## src/rtl/ebdc_pkg.sv

```systemverilog
// Shared codes, reset values and types for the encoder balanced drive controller.
`default_nettype none

package ebdc_pkg;

   // transaction kinds on the request channel (req_tuser)
   localparam logic [1:0] CMD_START      = 2'd0;
   localparam logic [1:0] CMD_LEFT_EDGE  = 2'd1;
   localparam logic [1:0] CMD_RIGHT_EDGE = 2'd2;
   localparam logic [1:0] CMD_TICK       = 2'd3;

   // move codes carried by a start transaction
   localparam logic [2:0] KIND_STOP    = 3'd0;
   localparam logic [2:0] KIND_FORWARD = 3'd1;
   localparam logic [2:0] KIND_BACK    = 3'd2;
   localparam logic [2:0] KIND_RIGHT   = 3'd3;
   localparam logic [2:0] KIND_LEFT    = 3'd4;

   // register indexes
   localparam logic [2:0] REG_FWD_DIST   = 3'd0;
   localparam logic [2:0] REG_BACK_DIST  = 3'd1;
   localparam logic [2:0] REG_RIGHT_DIST = 3'd2;
   localparam logic [2:0] REG_LEFT_DIST  = 3'd3;
   localparam logic [2:0] REG_LDUTY_MIN  = 3'd4;
   localparam logic [2:0] REG_LDUTY_MAX  = 3'd5;
   localparam logic [2:0] REG_RDUTY_MIN  = 3'd6;
   localparam logic [2:0] REG_RDUTY_MAX  = 3'd7;

   localparam int DIST_W = 15;
   localparam int DUTY_W = 10;
   localparam int CNT_W  = 16;

   localparam logic [DIST_W-1:0] FWD_DIST_RST   = 15'd2100;
   localparam logic [DIST_W-1:0] BACK_DIST_RST  = 15'd2100;
   localparam logic [DIST_W-1:0] RIGHT_DIST_RST = 15'd445;
   localparam logic [DIST_W-1:0] LEFT_DIST_RST  = 15'd470;
   localparam logic [DUTY_W-1:0] LDUTY_MIN_RST  = 10'd800;
   localparam logic [DUTY_W-1:0] LDUTY_MAX_RST  = 10'd950;
   localparam logic [DUTY_W-1:0] RDUTY_MIN_RST  = 10'd650;
   localparam logic [DUTY_W-1:0] RDUTY_MAX_RST  = 10'd850;
   localparam logic [DUTY_W-1:0] LDUTY_RST      = 10'd760;
   localparam logic [DUTY_W-1:0] RDUTY_RST      = 10'd820;

   localparam logic signed [CNT_W-1:0] CNT_MAX = 16'sd32767;
   localparam logic signed [CNT_W-1:0] CNT_MIN = -16'sd32767;

   localparam logic [1:0] TICKS_RST   = 2'd2;
   localparam logic [1:0] TICKS_SAT   = 2'd3;
   localparam logic [1:0] TICKS_DUE   = 2'd2;

   typedef enum logic [4:0] {
      MV_IDLE    = 5'b00001,
      MV_FORWARD = 5'b00010,
      MV_BACK    = 5'b00100,
      MV_RIGHT   = 5'b01000,
      MV_LEFT    = 5'b10000
   } move_type;

   typedef struct packed {
      move_type                  move;
      logic signed [CNT_W-1:0]   left_count;
      logic signed [CNT_W-1:0]   right_count;
      logic signed [CNT_W-1:0]   left_seen;
      logic signed [CNT_W-1:0]   right_seen;
      logic [DUTY_W-1:0]         left_duty;
      logic [DUTY_W-1:0]         right_duty;
      logic [DUTY_W-1:0]         left_min;
      logic [DUTY_W-1:0]         left_max;
      logic [DUTY_W-1:0]         right_min;
      logic [DUTY_W-1:0]         right_max;
   } bal_in_type;

   typedef struct packed {
      logic signed [CNT_W-1:0]   left_seen;
      logic signed [CNT_W-1:0]   right_seen;
      logic [DUTY_W-1:0]         left_duty;
      logic [DUTY_W-1:0]         right_duty;
   } bal_out_type;

endpackage

`default_nettype wire

```

## src/rtl/ebdc_balance.sv

```systemverilog
// Proportional wheel balance step: signed deltas, correction and duty clamps.
`default_nettype none

module ebdc_balance
   import ebdc_pkg::*;
(
   input  bal_in_type  bal_i,
   output bal_out_type bal_o
);

   localparam int DELTA_W = CNT_W + 1;
   localparam int DIFF_W  = CNT_W + 2;
   localparam int ADJ_W   = CNT_W + 3;
   localparam int SUM_W   = CNT_W + 4;

   logic                      neg_left;
   logic                      neg_right;
   logic signed [CNT_W-1:0]   l_cnt;
   logic signed [CNT_W-1:0]   r_cnt;
   logic signed [DELTA_W-1:0] dl;
   logic signed [DELTA_W-1:0] dr;
   logic signed [DIFF_W-1:0]  diff;
   logic signed [ADJ_W-1:0]   adj;
   logic signed [SUM_W-1:0]   lv;
   logic signed [SUM_W-1:0]   rv;
   logic signed [SUM_W-1:0]   lv_lo;
   logic signed [SUM_W-1:0]   rv_lo;
   logic signed [SUM_W-1:0]   l_min;
   logic signed [SUM_W-1:0]   l_max;
   logic signed [SUM_W-1:0]   r_min;
   logic signed [SUM_W-1:0]   r_max;
   logic signed [SUM_W-1:0]   lv_c;
   logic signed [SUM_W-1:0]   rv_c;

   always_comb begin
      // wheel senses per move: back and left turn run the left wheel in reverse,
      // back and right turn the right wheel
      neg_left  = (bal_i.move == MV_BACK) || (bal_i.move == MV_LEFT);
      neg_right = (bal_i.move == MV_BACK) || (bal_i.move == MV_RIGHT);
      l_cnt = neg_left  ? -bal_i.left_count  : bal_i.left_count;
      r_cnt = neg_right ? -bal_i.right_count : bal_i.right_count;

      dl   = DELTA_W'(l_cnt) - DELTA_W'(bal_i.left_seen);
      dr   = DELTA_W'(r_cnt) - DELTA_W'(bal_i.right_seen);
      diff = DIFF_W'(dl) - DIFF_W'(dr);
      adj  = ADJ_W'(diff) <<< 1;

      lv = $signed(SUM_W'({1'b0, bal_i.left_duty}))  - SUM_W'(adj);
      rv = $signed(SUM_W'({1'b0, bal_i.right_duty})) + SUM_W'(adj);

      l_min = $signed(SUM_W'({1'b0, bal_i.left_min}));
      l_max = $signed(SUM_W'({1'b0, bal_i.left_max}));
      r_min = $signed(SUM_W'({1'b0, bal_i.right_min}));
      r_max = $signed(SUM_W'({1'b0, bal_i.right_max}));

      // minimum first, then maximum: the maximum wins when the limits cross
      lv_lo = (lv < l_min) ? l_min : lv;
      lv_c  = (lv_lo > l_max) ? l_max : lv_lo;
      rv_lo = (rv < r_min) ? r_min : rv;
      rv_c  = (rv_lo > r_max) ? r_max : rv_lo;

      bal_o.left_seen  = l_cnt;
      bal_o.right_seen = r_cnt;
      bal_o.left_duty  = lv_c[DUTY_W-1:0];
      bal_o.right_duty = rv_c[DUTY_W-1:0];
   end

endmodule

`default_nettype wire

```

## src/rtl/encoder_balanced_drive_controller.sv

```systemverilog
// Top level: differential drive move controller with encoder balance.
//
//  channel | direction | fields (lowest bit up)
//  req     | in        | tuser: cmd[1:0]; tdata: move_kind[2:0] phase_a[3] phase_b[4], zero [7:5]
//  rsp     | out       | tdata: duty_ch0..duty_ch3 (10 b each) busy_res[40] move_done[41]
//  csr     | in        | csr_we, csr_addr (register index), csr_wdata (15 b)
//
// One transaction per clock in steady state while the response channel is not
// stalled: a request is held in the input register, the single-pass
// decode/threshold/balance logic then updates the move state and loads the
// response register, which presents the response.
// Reset (synchronous) restores config registers, valid flags and move state; no clearing pass.
// A stalled response register holds; the input register keeps taking a request
// whenever its contents move on in the same cycle.
`default_nettype none

module encoder_balanced_drive_controller
   import ebdc_pkg::*;
(
   input  wire logic        clock,
   input  wire logic        reset,
   // request channel
   input  wire logic        req_tvalid,
   output      logic        req_tready,
   input  wire logic [7:0]  req_tdata,   // move_kind[2:0], phase_a[3], phase_b[4]
   input  wire logic [1:0]  req_tuser,   // cmd[1:0]
   // response channel
   output      logic        rsp_tvalid,
   input  wire logic        rsp_tready,
   output      logic [47:0] rsp_tdata,   // duty_ch0[9:0], duty_ch1[19:10], duty_ch2[29:20],
                                         // duty_ch3[39:30], busy_res[40], move_done[41]
   // register writes
   input  wire logic        csr_we,
   input  wire logic [2:0]  csr_addr,
   input  wire logic [14:0] csr_wdata
);

   // ---------------- configuration registers ----------------
   logic [DIST_W-1:0] fwd_dist_ff, back_dist_ff, right_dist_ff, left_dist_ff;
   logic [DUTY_W-1:0] lmin_ff, lmax_ff, rmin_ff, rmax_ff;

   always_ff @(posedge clock) begin
      if (reset) begin
         fwd_dist_ff   <= FWD_DIST_RST;
         back_dist_ff  <= BACK_DIST_RST;
         right_dist_ff <= RIGHT_DIST_RST;
         left_dist_ff  <= LEFT_DIST_RST;
         lmin_ff       <= LDUTY_MIN_RST;
         lmax_ff       <= LDUTY_MAX_RST;
         rmin_ff       <= RDUTY_MIN_RST;
         rmax_ff       <= RDUTY_MAX_RST;
      end else if (csr_we) begin
         case (csr_addr)
            REG_FWD_DIST:   fwd_dist_ff   <= csr_wdata;
            REG_BACK_DIST:  back_dist_ff  <= csr_wdata;
            REG_RIGHT_DIST: right_dist_ff <= csr_wdata;
            REG_LEFT_DIST:  left_dist_ff  <= csr_wdata;
            REG_LDUTY_MIN:  lmin_ff       <= csr_wdata[DUTY_W-1:0];
            REG_LDUTY_MAX:  lmax_ff       <= csr_wdata[DUTY_W-1:0];
            REG_RDUTY_MIN:  rmin_ff       <= csr_wdata[DUTY_W-1:0];
            REG_RDUTY_MAX:  rmax_ff       <= csr_wdata[DUTY_W-1:0];
            default: ;
         endcase
      end
   end

   // ---------------- flow control ----------------
   logic in_v_ff, out_v_ff;
   logic adv;   // input register contents processed this cycle

   assign adv        = in_v_ff && (!out_v_ff || rsp_tready);
   assign req_tready = !in_v_ff || adv;
   assign rsp_tvalid = out_v_ff;

   always_ff @(posedge clock) begin
      if (reset) begin
         in_v_ff  <= 1'b0;
         out_v_ff <= 1'b0;
      end else begin
         if (req_tready) in_v_ff <= req_tvalid;
         if (adv)                      out_v_ff <= 1'b1;
         else if (rsp_tready)          out_v_ff <= 1'b0;
      end
   end

   // input register (payload, no reset)
   logic [1:0] cmd_ff;
   logic [2:0] kind_ff;
   logic       pa_ff, pb_ff;

   always_ff @(posedge clock) begin
      if (req_tready && req_tvalid) begin
         cmd_ff  <= req_tuser;
         kind_ff <= req_tdata[2:0];
         pa_ff   <= req_tdata[3];
         pb_ff   <= req_tdata[4];
      end
   end

   // ---------------- move state ----------------
   move_type                move_ff, move_in;
   logic signed [CNT_W-1:0] lcnt_ff, lcnt_in, rcnt_ff, rcnt_in;
   logic signed [CNT_W-1:0] lseen_ff, lseen_in, rseen_ff, rseen_in;
   logic [DUTY_W-1:0]       lduty_ff, lduty_in, rduty_ff, rduty_in;
   logic [1:0]              ticks_ff, ticks_in;

   // after the command's own effect, before the threshold check
   move_type                move_a;
   logic signed [CNT_W-1:0] lcnt_a, rcnt_a;
   logic [1:0]              ticks_a;
   logic [CNT_W-2:0]        lmag;
   logic                    start_ok, thr_met, busy_a, done_c, bal_fire;
   bal_in_type              bal_i;
   bal_out_type             bal_o;

   logic [DUTY_W-1:0]       ch0_c, ch1_c, ch2_c, ch3_c;

   always_comb begin
      move_a = move_ff;
      lcnt_a = lcnt_ff;
      rcnt_a = rcnt_ff;
      ticks_a = ticks_ff;

      start_ok = (cmd_ff == CMD_START) && (move_ff == MV_IDLE);
      case (cmd_ff)
         CMD_START: begin
            if (start_ok) begin
               case (kind_ff)
                  KIND_FORWARD: move_a = MV_FORWARD;
                  KIND_BACK:    move_a = MV_BACK;
                  KIND_RIGHT:   move_a = MV_RIGHT;
                  KIND_LEFT:    move_a = MV_LEFT;
                  default:      move_a = MV_IDLE;   // stop or unknown: no effect
               endcase
               if (move_a != MV_IDLE) begin
                  lcnt_a = '0;
                  rcnt_a = '0;
               end
            end
         end
         CMD_LEFT_EDGE: begin
            // left decoder counts up when A equals B
            if (pa_ff == pb_ff) lcnt_a = (lcnt_ff == CNT_MAX) ? lcnt_ff : lcnt_ff + CNT_W'(1);
            else                lcnt_a = (lcnt_ff == CNT_MIN) ? lcnt_ff : lcnt_ff - CNT_W'(1);
         end
         CMD_RIGHT_EDGE: begin
            // right decoder is mirrored
            if (pa_ff != pb_ff) rcnt_a = (rcnt_ff == CNT_MAX) ? rcnt_ff : rcnt_ff + CNT_W'(1);
            else                rcnt_a = (rcnt_ff == CNT_MIN) ? rcnt_ff : rcnt_ff - CNT_W'(1);
         end
         CMD_TICK: begin
            if (ticks_ff != TICKS_SAT) ticks_a = ticks_ff + 2'd1;
         end
         default: ;
      endcase

      lmag = lcnt_a[CNT_W-1] ? (CNT_W-1)'(-lcnt_a) : lcnt_a[CNT_W-2:0];
      case (move_a)
         MV_FORWARD: thr_met = lcnt_a >= $signed({1'b0, fwd_dist_ff});
         MV_BACK:    thr_met = lmag >= back_dist_ff;
         MV_RIGHT:   thr_met = lcnt_a >= $signed({1'b0, right_dist_ff});
         MV_LEFT:    thr_met = rcnt_a >= $signed({1'b0, left_dist_ff});
         default:    thr_met = 1'b1;
      endcase

      busy_a   = move_a != MV_IDLE;
      done_c   = busy_a && thr_met;
      bal_fire = busy_a && !thr_met && (cmd_ff == CMD_TICK) && (ticks_a >= TICKS_DUE);

      bal_i.move        = move_a;
      bal_i.left_count  = lcnt_a;
      bal_i.right_count = rcnt_a;
      bal_i.left_seen   = lseen_ff;
      bal_i.right_seen  = rseen_ff;
      bal_i.left_duty   = lduty_ff;
      bal_i.right_duty  = rduty_ff;
      bal_i.left_min    = lmin_ff;
      bal_i.left_max    = lmax_ff;
      bal_i.right_min   = rmin_ff;
      bal_i.right_max   = rmax_ff;
   end

   ebdc_balance u_balance (
      .bal_i (bal_i),
      .bal_o (bal_o)
   );

   always_comb begin
      move_in  = move_a;
      lcnt_in  = lcnt_a;
      rcnt_in  = rcnt_a;
      lseen_in = lseen_ff;
      rseen_in = rseen_ff;
      lduty_in = lduty_ff;
      rduty_in = rduty_ff;
      if (done_c) begin
         // threshold reached: the move ends and the counts restart
         move_in = MV_IDLE;
         lcnt_in = '0;
         rcnt_in = '0;
      end else if (bal_fire) begin
         lseen_in = bal_o.left_seen;
         rseen_in = bal_o.right_seen;
         lduty_in = bal_o.left_duty;
         rduty_in = bal_o.right_duty;
      end
      ticks_in = bal_fire ? 2'd0 : ticks_a;

      // steer the duties onto the bridge inputs
      ch0_c = '0;
      ch1_c = '0;
      ch2_c = '0;
      ch3_c = '0;
      case (move_in)
         MV_FORWARD: begin ch1_c = lduty_in; ch3_c = rduty_in; end
         MV_BACK:    begin ch0_c = lduty_in; ch2_c = rduty_in; end
         MV_RIGHT:   begin ch1_c = lduty_in; ch2_c = rduty_in; end
         MV_LEFT:    begin ch0_c = lduty_in; ch3_c = rduty_in; end
         default: ;
      endcase
   end

   always_ff @(posedge clock) begin
      if (reset) begin
         move_ff  <= MV_IDLE;
         lcnt_ff  <= '0;
         rcnt_ff  <= '0;
         lseen_ff <= '0;
         rseen_ff <= '0;
         lduty_ff <= LDUTY_RST;
         rduty_ff <= RDUTY_RST;
         ticks_ff <= TICKS_RST;
      end else if (adv) begin
         move_ff  <= move_in;
         lcnt_ff  <= lcnt_in;
         rcnt_ff  <= rcnt_in;
         lseen_ff <= lseen_in;
         rseen_ff <= rseen_in;
         lduty_ff <= lduty_in;
         rduty_ff <= rduty_in;
         ticks_ff <= ticks_in;
      end
   end

   // response register (payload)
   logic [47:0] rsp_data_ff;

   always_ff @(posedge clock) begin
      if (adv) begin
         rsp_data_ff <= {6'd0, done_c, (move_in != MV_IDLE), ch3_c, ch2_c, ch1_c, ch0_c};
      end
   end

   assign rsp_tdata = rsp_data_ff;

   // ---------------- assertions ----------------
   a_done_idle: assert property (@(posedge clock) disable iff (reset)
      (out_v_ff && rsp_data_ff[41]) |-> (!rsp_data_ff[40] && rsp_data_ff[39:0] == '0))
      else $error("move_done reported with busy or non-zero duties");

   a_done_clears: assert property (@(posedge clock) disable iff (reset)
      (adv && done_c) |=> (lcnt_ff == '0 && rcnt_ff == '0 && move_ff == MV_IDLE))
      else $error("counts or move not cleared at end of move");

   a_lduty_max: assert property (@(posedge clock) disable iff (reset)
      (adv && bal_fire) |=> (lduty_ff <= $past(lmax_ff) && rduty_ff <= $past(rmax_ff)))
      else $error("balance step left a duty above its upper limit");

   a_tick_clear: assert property (@(posedge clock) disable iff (reset)
      (adv && bal_fire) |=> (ticks_ff == '0))
      else $error("tick timer not cleared by balance step");

endmodule

`default_nettype wire
```

## config.mk

```make
export PLATFORM = sky130hd
export DESIGN_NAME = encoder_balanced_drive_controller
export DESIGN_NICKNAME = d
export VERILOG_FILES = /design/src/rtl/ebdc_pkg.sv /design/src/rtl/ebdc_balance.sv /design/src/rtl/encoder_balanced_drive_controller.sv
export SDC_FILE = /design/constraint.sdc
export NUM_CORES = 1
export LEC_CHECK = 0
export ABC_AREA = 1
export ABC_CLOCK_PERIOD_IN_PS = 17390
export BUFFER_PORTS_ARGS = -buffer_cell sky130_fd_sc_hd__buf_2
export CORE_MARGIN = 8
export CORE_UTILIZATION = 25
export DETAILED_ROUTE_END_ITERATION = 7
export PLACE_DENSITY = 0.42
export SYNTH_ARGS = -nofsm -noshare
export SYNTH_HDL_FRONTEND = slang
export SYNTH_SLANG_ARGS = --single-unit
```

## constraint.sdc

```tcl
create_clock -name clock -period 17.39 [get_ports clock]
set_clock_uncertainty 0.05 [all_clocks]
set_input_delay 3.478 -clock clock [delete_from_list [all_inputs] [get_ports clock]]
set_output_delay 3.478 -clock clock [all_outputs]
set_load 0.02 [all_outputs]
```

==> metrics.csv, run 1 <==
metric,value,unit
status,finished clean,
vias in the first global route,16700,
TNS Setup,0,ns
clk slew on worst S/H paths,0.06,ns
Final Wtd Congestion,0.883,
"area leader, netlist",dfxtp_1,
Antenna Nets Post-Route,0,
Syn-to-layout area delta,11.5,%
worst slew pin tran,1.04,ns
Clock Latency Late Sink,0.59,ns
area fraction of the dominant cell type after synthesis,20.8,%
grt ovf,0,
fin crit share,65.9,%
dpl cell area,19800,um2
total core area,73900,um2
Crit Path Category,flop to flop,
first-pass GRT wire length,96800,um
Syn Inst Count,2763,
DP HPWL,47300,um
ranking of synthesized cells by area,"dfxtp_1 21%, nand2_1 15%, ha_1 9.5%",
Worst EP required,17.76,ns
slew margin rel.,29.8,%
P_leak,9.62,nW
Slowest cell on crit path,fa_1,
fill count,8177,
WL final,62300,um
CTS Root Buffer Type,clkbuf_16,
Yosys warnings,0,
placed cell count,3722,
clock net sink count,242,
I/O pin total,83,
Worst path most repeated cell,nand2_1,
largest net degree at the start of global routing,96,
# port buffers,73,
antenna violations before repair,1,
dominant synthesized flop cell,dfxtp_1,
crit path capture type,flop,
DRC,0,
post-route insts no fill,3779,
share of layout cells above drive strength 1,6.83,%
Inserted Diodes,0,
Die W,288,um
Mean Syn Cell Area,6.71,um2
Row Count,100,
RSZ-0062 raised after global routing,false,
fmax,0.0872,GHz
first-pass detailed-route iteration total,6,
"Power, Total",2.61,mW
"Slew Viols, Final",0,
post-cts resize count,0,
Synth top cells by count,"723 x nand2_1, 392 x inv_1, 229 x nor2_1",
"Cell Area, Synth",18600,um2
Finished Cell Area,20700,um2
"Seq/Total Area, Yosys",28.8,%
WL/cell,16.5,um
number of synthesized flops with an enable pin,49,
"Net count, final",2995,
# Post-CTS Setup Buffers,0,
vias per inst,4.62,
PwrDens,126,nW/um2
top-count cell post-synth,nand2_1,
post-synthesis cell type count,59,
total number of vias,17500,
met2 Use GR,24.4,%
# hold bufs at CTS,0,
Total GRT Usage,14.7,%
met1 usage,19.3,%
post-synthesis register bit count,242,
reg2reg path depth,59,
Inserted Clock Buffers,31,
htree depth,1,
initial DRC count,1201,
DIE AREA,83200,um2
clock period minus worst slack,11.47,ns
Clock Tree Buf Depth,3,
gr busiest metal,met2,
met3 Track Usage GR,1.79,%
final core utilization,28.0,%
data arrival time of the worst path,11.83,ns
CTS tree,done,
Setup-failing EPs final,0,
Startpoint Class,flop,
crit-path max cell delay,0.49,ns
max-cap violations,0,
maximum VDD drop,0.0729,mV
Synth async-reset ratio,0,%
Final Hold Vio Count,0,
worst hold stages,2,
crit-path max FO,11,
Die Ht,288,um
Hold Crit Class,flop to flop,
starting density of the core,25.1,%
[state kept, by name, summed over array words and instances, names as in the netlist]
register,flops
right_dist_ff,15
rduty_ff,10
in_v_ff,1
lduty_ff,10
pa_ff,1
rmax_ff,10
cmd_ff,2
back_dist_ff,15
ticks_ff,2
lmin_ff,10
rcnt_ff,16
rsp_tvalid,1
rmin_ff,10
lcnt_ff,16
lmax_ff,10
fwd_dist_ff,15
pb_ff,1
left_dist_ff,15
rseen_ff,16
rsp_tdata,42
move_ff,5
kind_ff,3
lseen_ff,16
[stage by stage]
stage,hold slack [ns],setup WS (ns)
after floorplan,0.385,8.65
after global placement,0.397,5.89
after detailed placement,0.404,5.83
after CTS,0.413,5.80
after global routing,0.425,4.85
final,0.413,5.92
[where the power goes]
group,leakage (nW),switching (mW),internal [mW]
registers,2.05,0.0138,0.593
logic,7.12,0.947,0.453
clock network,0.456,0.262,0.340
[final timing paths]
path / endpoint / start / slack, ns
setup reg to reg: rsp_tdata[9] / lcnt_ff[1] / 5.92
hold / removal: right_dist_ff[1] / right_dist_ff[1] / 0.41
hold reg to reg: right_dist_ff[1] / right_dist_ff[1] / 0.41
setup / recovery: rsp_tdata[9] / lcnt_ff[1] / 5.92
[metal layers]
metal | routed length, um | vias to the layer above
li1 | - | 9014
met1 | 29100 | 8029
met2 | 27900 | 348
met3 | 2540 | 85
met4 | 2720 | 0
met5 | 0 | -
[cell families (layout without fill, tap and decap cells)]
family	Yosys count	count (layout)	synth area share [%]
simple gates	1269	1269	28.9
buf+inv	510	552	11.0
compound gates	504	504	15.2
flops	242	242	28.8
fa+ha+maj	176	176	13.3
xor+xnor	61	61	2.92
other cells	1	6	0.0202
[cell type report]
cell class	count	area [um2]	area share, %
clock buffers	45	858	4.15
clock inverters	12	67.6	0.327
inverters	409	1540	7.44
multi-input cells	2016	11200	54.2
flip-flops and latches	242	5340	25.8
well taps	969	1210	5.86
repair buffers	86	463	2.24
[critical path: cells and delay by family, from the launching register on]
family          cells  cell delay, ns
simple gates       32            4.55
fa+ha+maj           7            2.49
compound gates     12            2.29
buf+inv             6            0.86
xor+xnor            2            0.55
flops               1            0.47
[cell usage in the layout, fill, tap and decap left out, types with 5 or more instances in the layout]
master | synthesis | routed
o21bai_1 | 10 | 10
a31oi_1 | 7 | 7
or2_2 | 5 | 5
inv_2 | 15 | 16
a211oi_1 | 6 | 6
nand3_1 | 202 | 202
o21ai_1 | 15 | 15
nand2_2 | 10 | 11
nor3_1 | 27 | 27
buf_2 | 17 | 73
clkinv_2 | 0 | 8
ha_1 | 141 | 141
a21o_1 | 5 | 5
edfxtp_1 | 49 | 49
inv_1 | 392 | 391
clkbuf_16 | 0 | 31
o21a_1 | 5 | 5
dfxtp_1 | 193 | 193
a21oi_1 | 218 | 218
o211ai_1 | 49 | 49
nand2_1 | 723 | 722
clkbuf_1 | 61 | 11
fa_1 | 35 | 35
nand3b_1 | 6 | 6
xnor2_1 | 8 | 7
a21boi_0 | 5 | 5
conb_1 | 1 | 6
nor3_2 | 6 | 6
nand4_1 | 35 | 35
buf_4 | 14 | 13
xor2_1 | 52 | 52
o21ai_0 | 164 | 164
nor2_1 | 229 | 229
(Power assumes the default switching activity.)
==> run 2, diff against run 1 <==
--- a/config.mk
+++ b/config.mk
@@ -5,8 +5,8 @@
 export SDC_FILE = /design/constraint.sdc
 export NUM_CORES = 1
 export LEC_CHECK = 0
-export ABC_AREA = 1
-export ABC_CLOCK_PERIOD_IN_PS = 17390
+export ABC_AREA = 0
+export ABC_CLOCK_PERIOD_IN_PS = 11700
 export BUFFER_PORTS_ARGS = -buffer_cell sky130_fd_sc_hd__buf_2
 export CORE_MARGIN = 8
 export CORE_UTILIZATION = 25
==> constraint.sdc (replaced) <==
create_clock -name clock -period 11.7 [get_ports clock]
set_clock_uncertainty 0.05 [all_clocks]
set_input_delay 2.34 -clock clock [delete_from_list [all_inputs] [get_ports clock]]
set_output_delay 2.34 -clock clock [all_outputs]
set_load 0.02 [all_outputs]
==> run 2 against run 1 <==
- register-to-register slack lost 5.2 ns
- wire length grew 1.6%
- global-route usage grew 0.41 points
- maximum frequency grew 4.2%
- design area grew 2.7%
- sequential share of layout area shrank 0.67 points
- via count shrank 5.2%
- power grew 65%
- clock power grew 53%
- sequential power grew 46%
- combinational power grew 78%
- utilization grew 1.8 points
- critical endpoint is now rsp_tdata[37]
==> metrics.csv, run 2 <==
metric,value,unit
status,finished clean,
P_leak,8.75,nW
Final Wtd Congestion,0.874,
crit-path max FO,8,
Total GRT Usage,15.1,%
"commonest non-fill, non-tap cells in the layout","323 x nand2_1, 211 x inv_1, 192 x dfxtp_1",
Crit Path Category,flop to flop,
clock period minus worst slack,11.00,ns
Synth async-reset ratio,0,%
Final Hold Vio Count,0,
Hold Slack,0.404,ns
crit-path max cell delay,0.55,ns
I/O pin total,83,
first-pass GRT wire length,97300,um
WHS Endpoint,rseen_ff[13],
fin crit share,94.0,%
htree depth,1,
Finished Cell Area,21200,um2
RSZ-0062 raised after global routing,false,
PwrDens,202,nW/um2
Setup-failing EPs final,0,
Syn-to-layout area delta,18.6,%
total number of vias,16600,
Row Count,98,
HP Start,rseen_ff[13],
initial DRC count,1125,
# port buffers,73,
Worst EP required,12.12,ns
# Post-CTS Setup Buffers,0,
number of synthesized flops with an enable pin,49,
share of layout cells above drive strength 1,15.0,%
Die Ht,284,um
dpl cell area,20200,um2
starting density of the core,25.1,%
"Cell Area, Synth",17900,um2
CTS Root Buffer Type,clkbuf_16,
maximum VDD drop,0.132,mV
total core area,71200,um2
reg-to-reg endpoint,rsp_tdata[37],
Worst path most repeated cell,buf_4,
reg2reg path depth,42,
worst slew pin tran,1.23,ns
Clock Tree Buf Depth,3,
TNS Setup,0,ns
max-cap violations,0,
"Seq/Total Area, Yosys",29.8,%
Inserted Diodes,0,
Antenna Nets Post-Route,0,
area fraction of the dominant cell type after synthesis,21.6,%
Syn Inst Count,2227,
placed cell count,3306,
Yosys warnings,0,
data arrival time of the worst path,11.42,ns
DP HPWL,47500,um
Mean Syn Cell Area,8.04,um2
max reg flops,42,
ranking of synthesized cells by area,"dfxtp_1 22%, ha_1 9.9%, edfxtp_1 8.2%",
post-synthesis register bit count,242,
WL/cell,18.8,um
first-pass detailed-route iteration total,5,
DRC,0,
fmax,0.0909,GHz
Synth top cells by count,"323 x nand2_1, 213 x inv_1, 193 x dfxtp_1",
DIE AREA,80400,um2
antenna violations before repair,0,
WL final,63300,um
"area leader, netlist",dfxtp_1,
vias per inst,4.93,
"Power, Total",4.30,mW
reg2reg start,kind_ff[0],
"Slew Viols, Final",0,
worst hold stages,2,
vias in the first global route,16400,
crit path capture type,flop,
post-route insts no fill,3364,
clk slew on worst S/H paths,0.06,ns
dominant synthesized flop cell,dfxtp_1,
top-count cell post-synth,nand2_1,
R2R Setup Slk,0.70,ns
CTS tree,done,
Startpoint Class,flop,
"Net count, final",2598,
Critical Path Start,kind_ff[0],
grt ovf,0,
Hold Crit Class,flop to flop,
slew margin rel.,17.7,%
Inserted Clock Buffers,31,
Clock Latency Late Sink,0.60,ns
clock net sink count,242,
"commonest non-fill, non-tap cell in the layout",nand2_1,
largest net degree at the start of global routing,85,
post-synthesis cell type count,102,
Die W,284,um
Slowest cell on crit path,or4_1,
[run 2: changes by cell type in the layout (fill, tap and decap cells not counted), moves of 46 or more]
cell     previous run  this run
nand2_1           722       323
nor2_1            229       136
inv_1             391       211
mux2i_1             0        46
nand3_1           202        76
o21ai_0           164        70
buf_4              13       178
[run 2: worst max-delay path: cells and delay by family, from the launching register on]
kind | cells | cell delay [ns]
fa+ha+maj | 5 | 2.04
buf+inv | 7 | 1.03
mux | 2 | 0.51
compound gates | 15 | 3.52
simple gates | 11 | 2.83
xor+xnor | 2 | 0.38
flops | 1 | 0.49
[run 2: area by class of cell]
cell class              instances  area (um2)
clock buffers                  48         900
repair buffers                250        1700
flip-flops and latches        242        5340
inverters                     215         808
clock inverters                10        57.6
fillers                      7692       50000
multi-input cells            1649       11300
well taps                     950        1190
[run 2: metal layers]
metal | GRT usage (%) | part of all wire (%) | up-vias
li1 | - | - | 8165
met1 | 19.7 | 46 | 7941
met2 | 26.1 | 47 | 379
met3 | 1.84 | 4.6 | 85
met4 | 4.37 | 2.9 | 0
met5 | 0 | 0 | -
[run 2: cells by family after synthesis]
logic type      after synthesis  share of synthesized area (%)
compound gates              576                           21.5
flops                       242                           29.8
mux                          61                           3.52
xor+xnor                     72                           3.56
other cells                   1                         0.0209
fa+ha+maj                   178                           13.9
buf+inv                     341                           7.87
simple gates                756                           19.8
[run 2: power by group]
part	leakage [nW]	switching (mW)	total [mW]	internal, mW
Clock	0.470	0.398	0.923	0.525
Combinational	6.25	1.36	2.49	1.13
Sequential	2.03	0.0137	0.884	0.871
[run 2: what timing repair did]
action	4_1_cts	5_1_grt
hold buffers	0	0
resized for setup	0	18
setup endpoints to repair	0	55
[run 2: worst max-delay path by stage]
| stage | endpoint | slack [ns] | cells past startpoint |
|---|---|---|---|
| after floorplan | rsp_tdata[24] | 1.51 | 42 |
| after global placement | rsp_tdata[34] | 0.37 | 46 |
| after detailed placement | rsp_tdata[34] | 0.30 | 43 |
| after CTS | rsp_tdata[34] | 0.25 | 43 |
| after global routing | rsp_tdata[37] | 0.03 | 42 |
| final | rsp_tdata[37] | 0.70 | 42 |
[run 2: metrics by stage]
stage | util (%) | setup WS, ns
floorplan | - | 1.51
detailed placement | 28.4 | 0.295
finish | 29.8 | 0.700
global placement | 28.4 | 0.374
global route | 29.8 | 0.0255
CTS | 29.7 | 0.253
==> run 3, diff against run 2 <==
--- a/config.mk
+++ b/config.mk
@@ -11,6 +11,7 @@
 export CORE_MARGIN = 8
 export CORE_UTILIZATION = 25
 export DETAILED_ROUTE_END_ITERATION = 7
+export MAX_ROUTING_LAYER = met4
 export PLACE_DENSITY = 0.42
 export SYNTH_ARGS = -nofsm -noshare
 export SYNTH_HDL_FRONTEND = slang
==> run 3 against run 2 <==
- highest routed layer unchanged
- largest cell class unchanged
- critical path depth shrank 3
- sequential cell count is the same
- combinational power shrank 2%
- die area is the same
- critical endpoint is now rsp_tdata[20]
- sequential share of layout area shrank 0.084 points
- design area grew 0.31%
- first-iteration DRC count shrank 1.6%
==> metrics.csv, run 3 (synthesis results as in run 2) <==
metric,value,unit
Top Layer Used,met4,
vias per inst,4.91,
initial DRC count,1107,
grt ovf,0,
Clock Tree Buf Depth,3,
Inserted Clock Buffers,34,
Total GRT Usage,15.8,%
slew margin rel.,21.2,%
"commonest non-fill, non-tap cell in the layout",nand2_1,
data arrival time of the worst path,11.29,ns
"Net count, final",2598,
Die W,284,um
FF+latch area,5340,um2
PwrDens,205,nW/um2
total number of vias,16500,
crit-path max cell delay,0.68,ns
total core area,71200,um2
CTS Root Buffer Type,clkbuf_16,
DRT met1 WL,29700,um
pre-CTS WS,0.479,ns
footprint of the multi-input gates,11200,um2
PnR worst setup slack,0.655,ns
fill count,7634,
Die Ht,284,um
Worst EP required,11.95,ns
"Slew Viols, Final",0,
first-pass detailed-route iteration total,6,
Syn-to-layout area delta,19.0,%
max reg flops,42,
TNS Setup,0,ns
fmax,0.0905,GHz
Inserted Diodes,0,
reg2reg start,pb_ff,
reg-to-reg endpoint,rsp_tdata[20],
vias in the first global route,16500,
Final Hold Vio Count,0,
clock net sink count,242,
share of layout cells above drive strength 1,15.0,%
htree depth,2,
first-pass GRT wire length,98000,um
crit-path max FO,9,
dpl cell area,20200,um2
R2R Setup Slk,0.65,ns
Antenna Nets Post-Route,0,
DIE AREA,80400,um2
Finished Cell Area,21300,um2
P_leak,8.79,nW
status,finished clean,
antenna violations before repair,0,
DP HPWL,47700,um
Worst Setup EP,rsp_tdata[20],
RSZ-0062 raised after global routing,false,
CTS tree,done,
Startpoint Class,flop,
WL/cell,18.9,um
I/O pin total,83,
WL final,63700,um
worst slew pin tran,1.18,ns
Final Wtd Congestion,0.892,
HP Start,lseen_ff[15],
reg2reg path depth,39,
Clock Latency Late Sink,0.55,ns
Critical Path Start,pb_ff,
met2 WL,30100,um
Slowest cell on crit path,mux2i_1,
maximum VDD drop,0.109,mV
met3 wire len,2390,um
starting density of the core,25.1,%
Hold Crit Class,flop to flop,
# port buffers,73,
clk slew on worst S/H paths,0.06,ns
Crit Path Category,flop to flop,
fin crit share,94.4,%
Setup-failing EPs final,0,
# hold bufs at CTS,0,
max-cap violations,0,
crit path capture type,flop,
clock period minus worst slack,11.05,ns
DRC,0,
largest net degree at the start of global routing,82,
Row Count,98,
"commonest non-fill, non-tap cells in the layout","323 x nand2_1, 211 x inv_1, 193 x dfxtp_1",
run 3: cell count changes in the layout (fill, tap and decap cells not counted), moves of 2 or more:
| cell | before | now |
|---|---|---|
| clkbuf_16 | 31 | 34 |
| clkbuf_8 | 6 | 3 |
| buf_4 | 178 | 175 |
| bufinv_16 | 0 | 2 |
| clkbuf_1 | 11 | 8 |
run 3: timing repair:
| item | in CTS | in global routing |
|---|---|---|
| buffers inserted | 0 | 0 |
| gates resized for setup | 0 | 10 |
| endpoints found under the setup margin | 0 | 26 |
run 3: worst min path at each step:
stage,end,slack [ns],depth (start not counted)
2_1_floorplan,back_dist_ff[10],0.39,2
3_3_place_gp,rseen_ff[7],0.39,2
3_5_place_dp,rseen_ff[3],0.40,2
4_1_cts,rseen_ff[3],0.40,2
5_1_grt,right_dist_ff[11],0.43,2
6_report,lseen_ff[15],0.40,2
run 3: routing by layer:
metal / up-vias / global-route usage [%]
li1: 8170 / -
met3: 81 / 2.19
met4: 0 / 4.33
met2: 348 / 26.1
met1: 7926 / 20.1
met5: - / -
run 3: power breakdown:
| part | internal [mW] | total, mW | leakage [nW] | switching (mW) |
|---|---|---|---|---|
| Sequential | 0.871 | 0.884 | 2.03 | 0.0136 |
| Combinational | 1.11 | 2.45 | 6.23 | 1.35 |
| Clock | 0.603 | 1.03 | 0.525 | 0.423 |
run 3: final cells by class:
type                       count  area share (%)
timing repair buffer         247            7.86
clock inverter                16           0.728
inverter                     215            3.79
tap                          950            5.58
sequential                   242            25.0
clock buffer                  45            4.33
multi-input combinational   1649            52.7
run 3: critical path: cells and delay by family (launching register included):
family / cells / cell delay (ns)
fa+ha+maj: 5 / 2.00
mux: 2 / 0.97
simple gates: 12 / 2.50
flops: 1 / 0.41
buf+inv: 3 / 0.33
compound gates: 14 / 3.44
xor+xnor: 3 / 1.07
run 3: stage by stage:
| stage | utilization (%) | power [mW] | instances | hold WS, ns |
|---|---|---|---|---|
| floorplan | - | 2.44 | 2232 | 0.386 |
| global placement | 28.3 | 3.34 | 3303 | 0.391 |
| detailed placement | 28.3 | 3.35 | 3303 | 0.397 |
| CTS | 29.9 | 4.41 | 3364 | 0.405 |
| global route | 29.9 | 4.71 | 3364 | 0.426 |
| finish | 29.9 | 4.36 | 3364 | 0.402 |
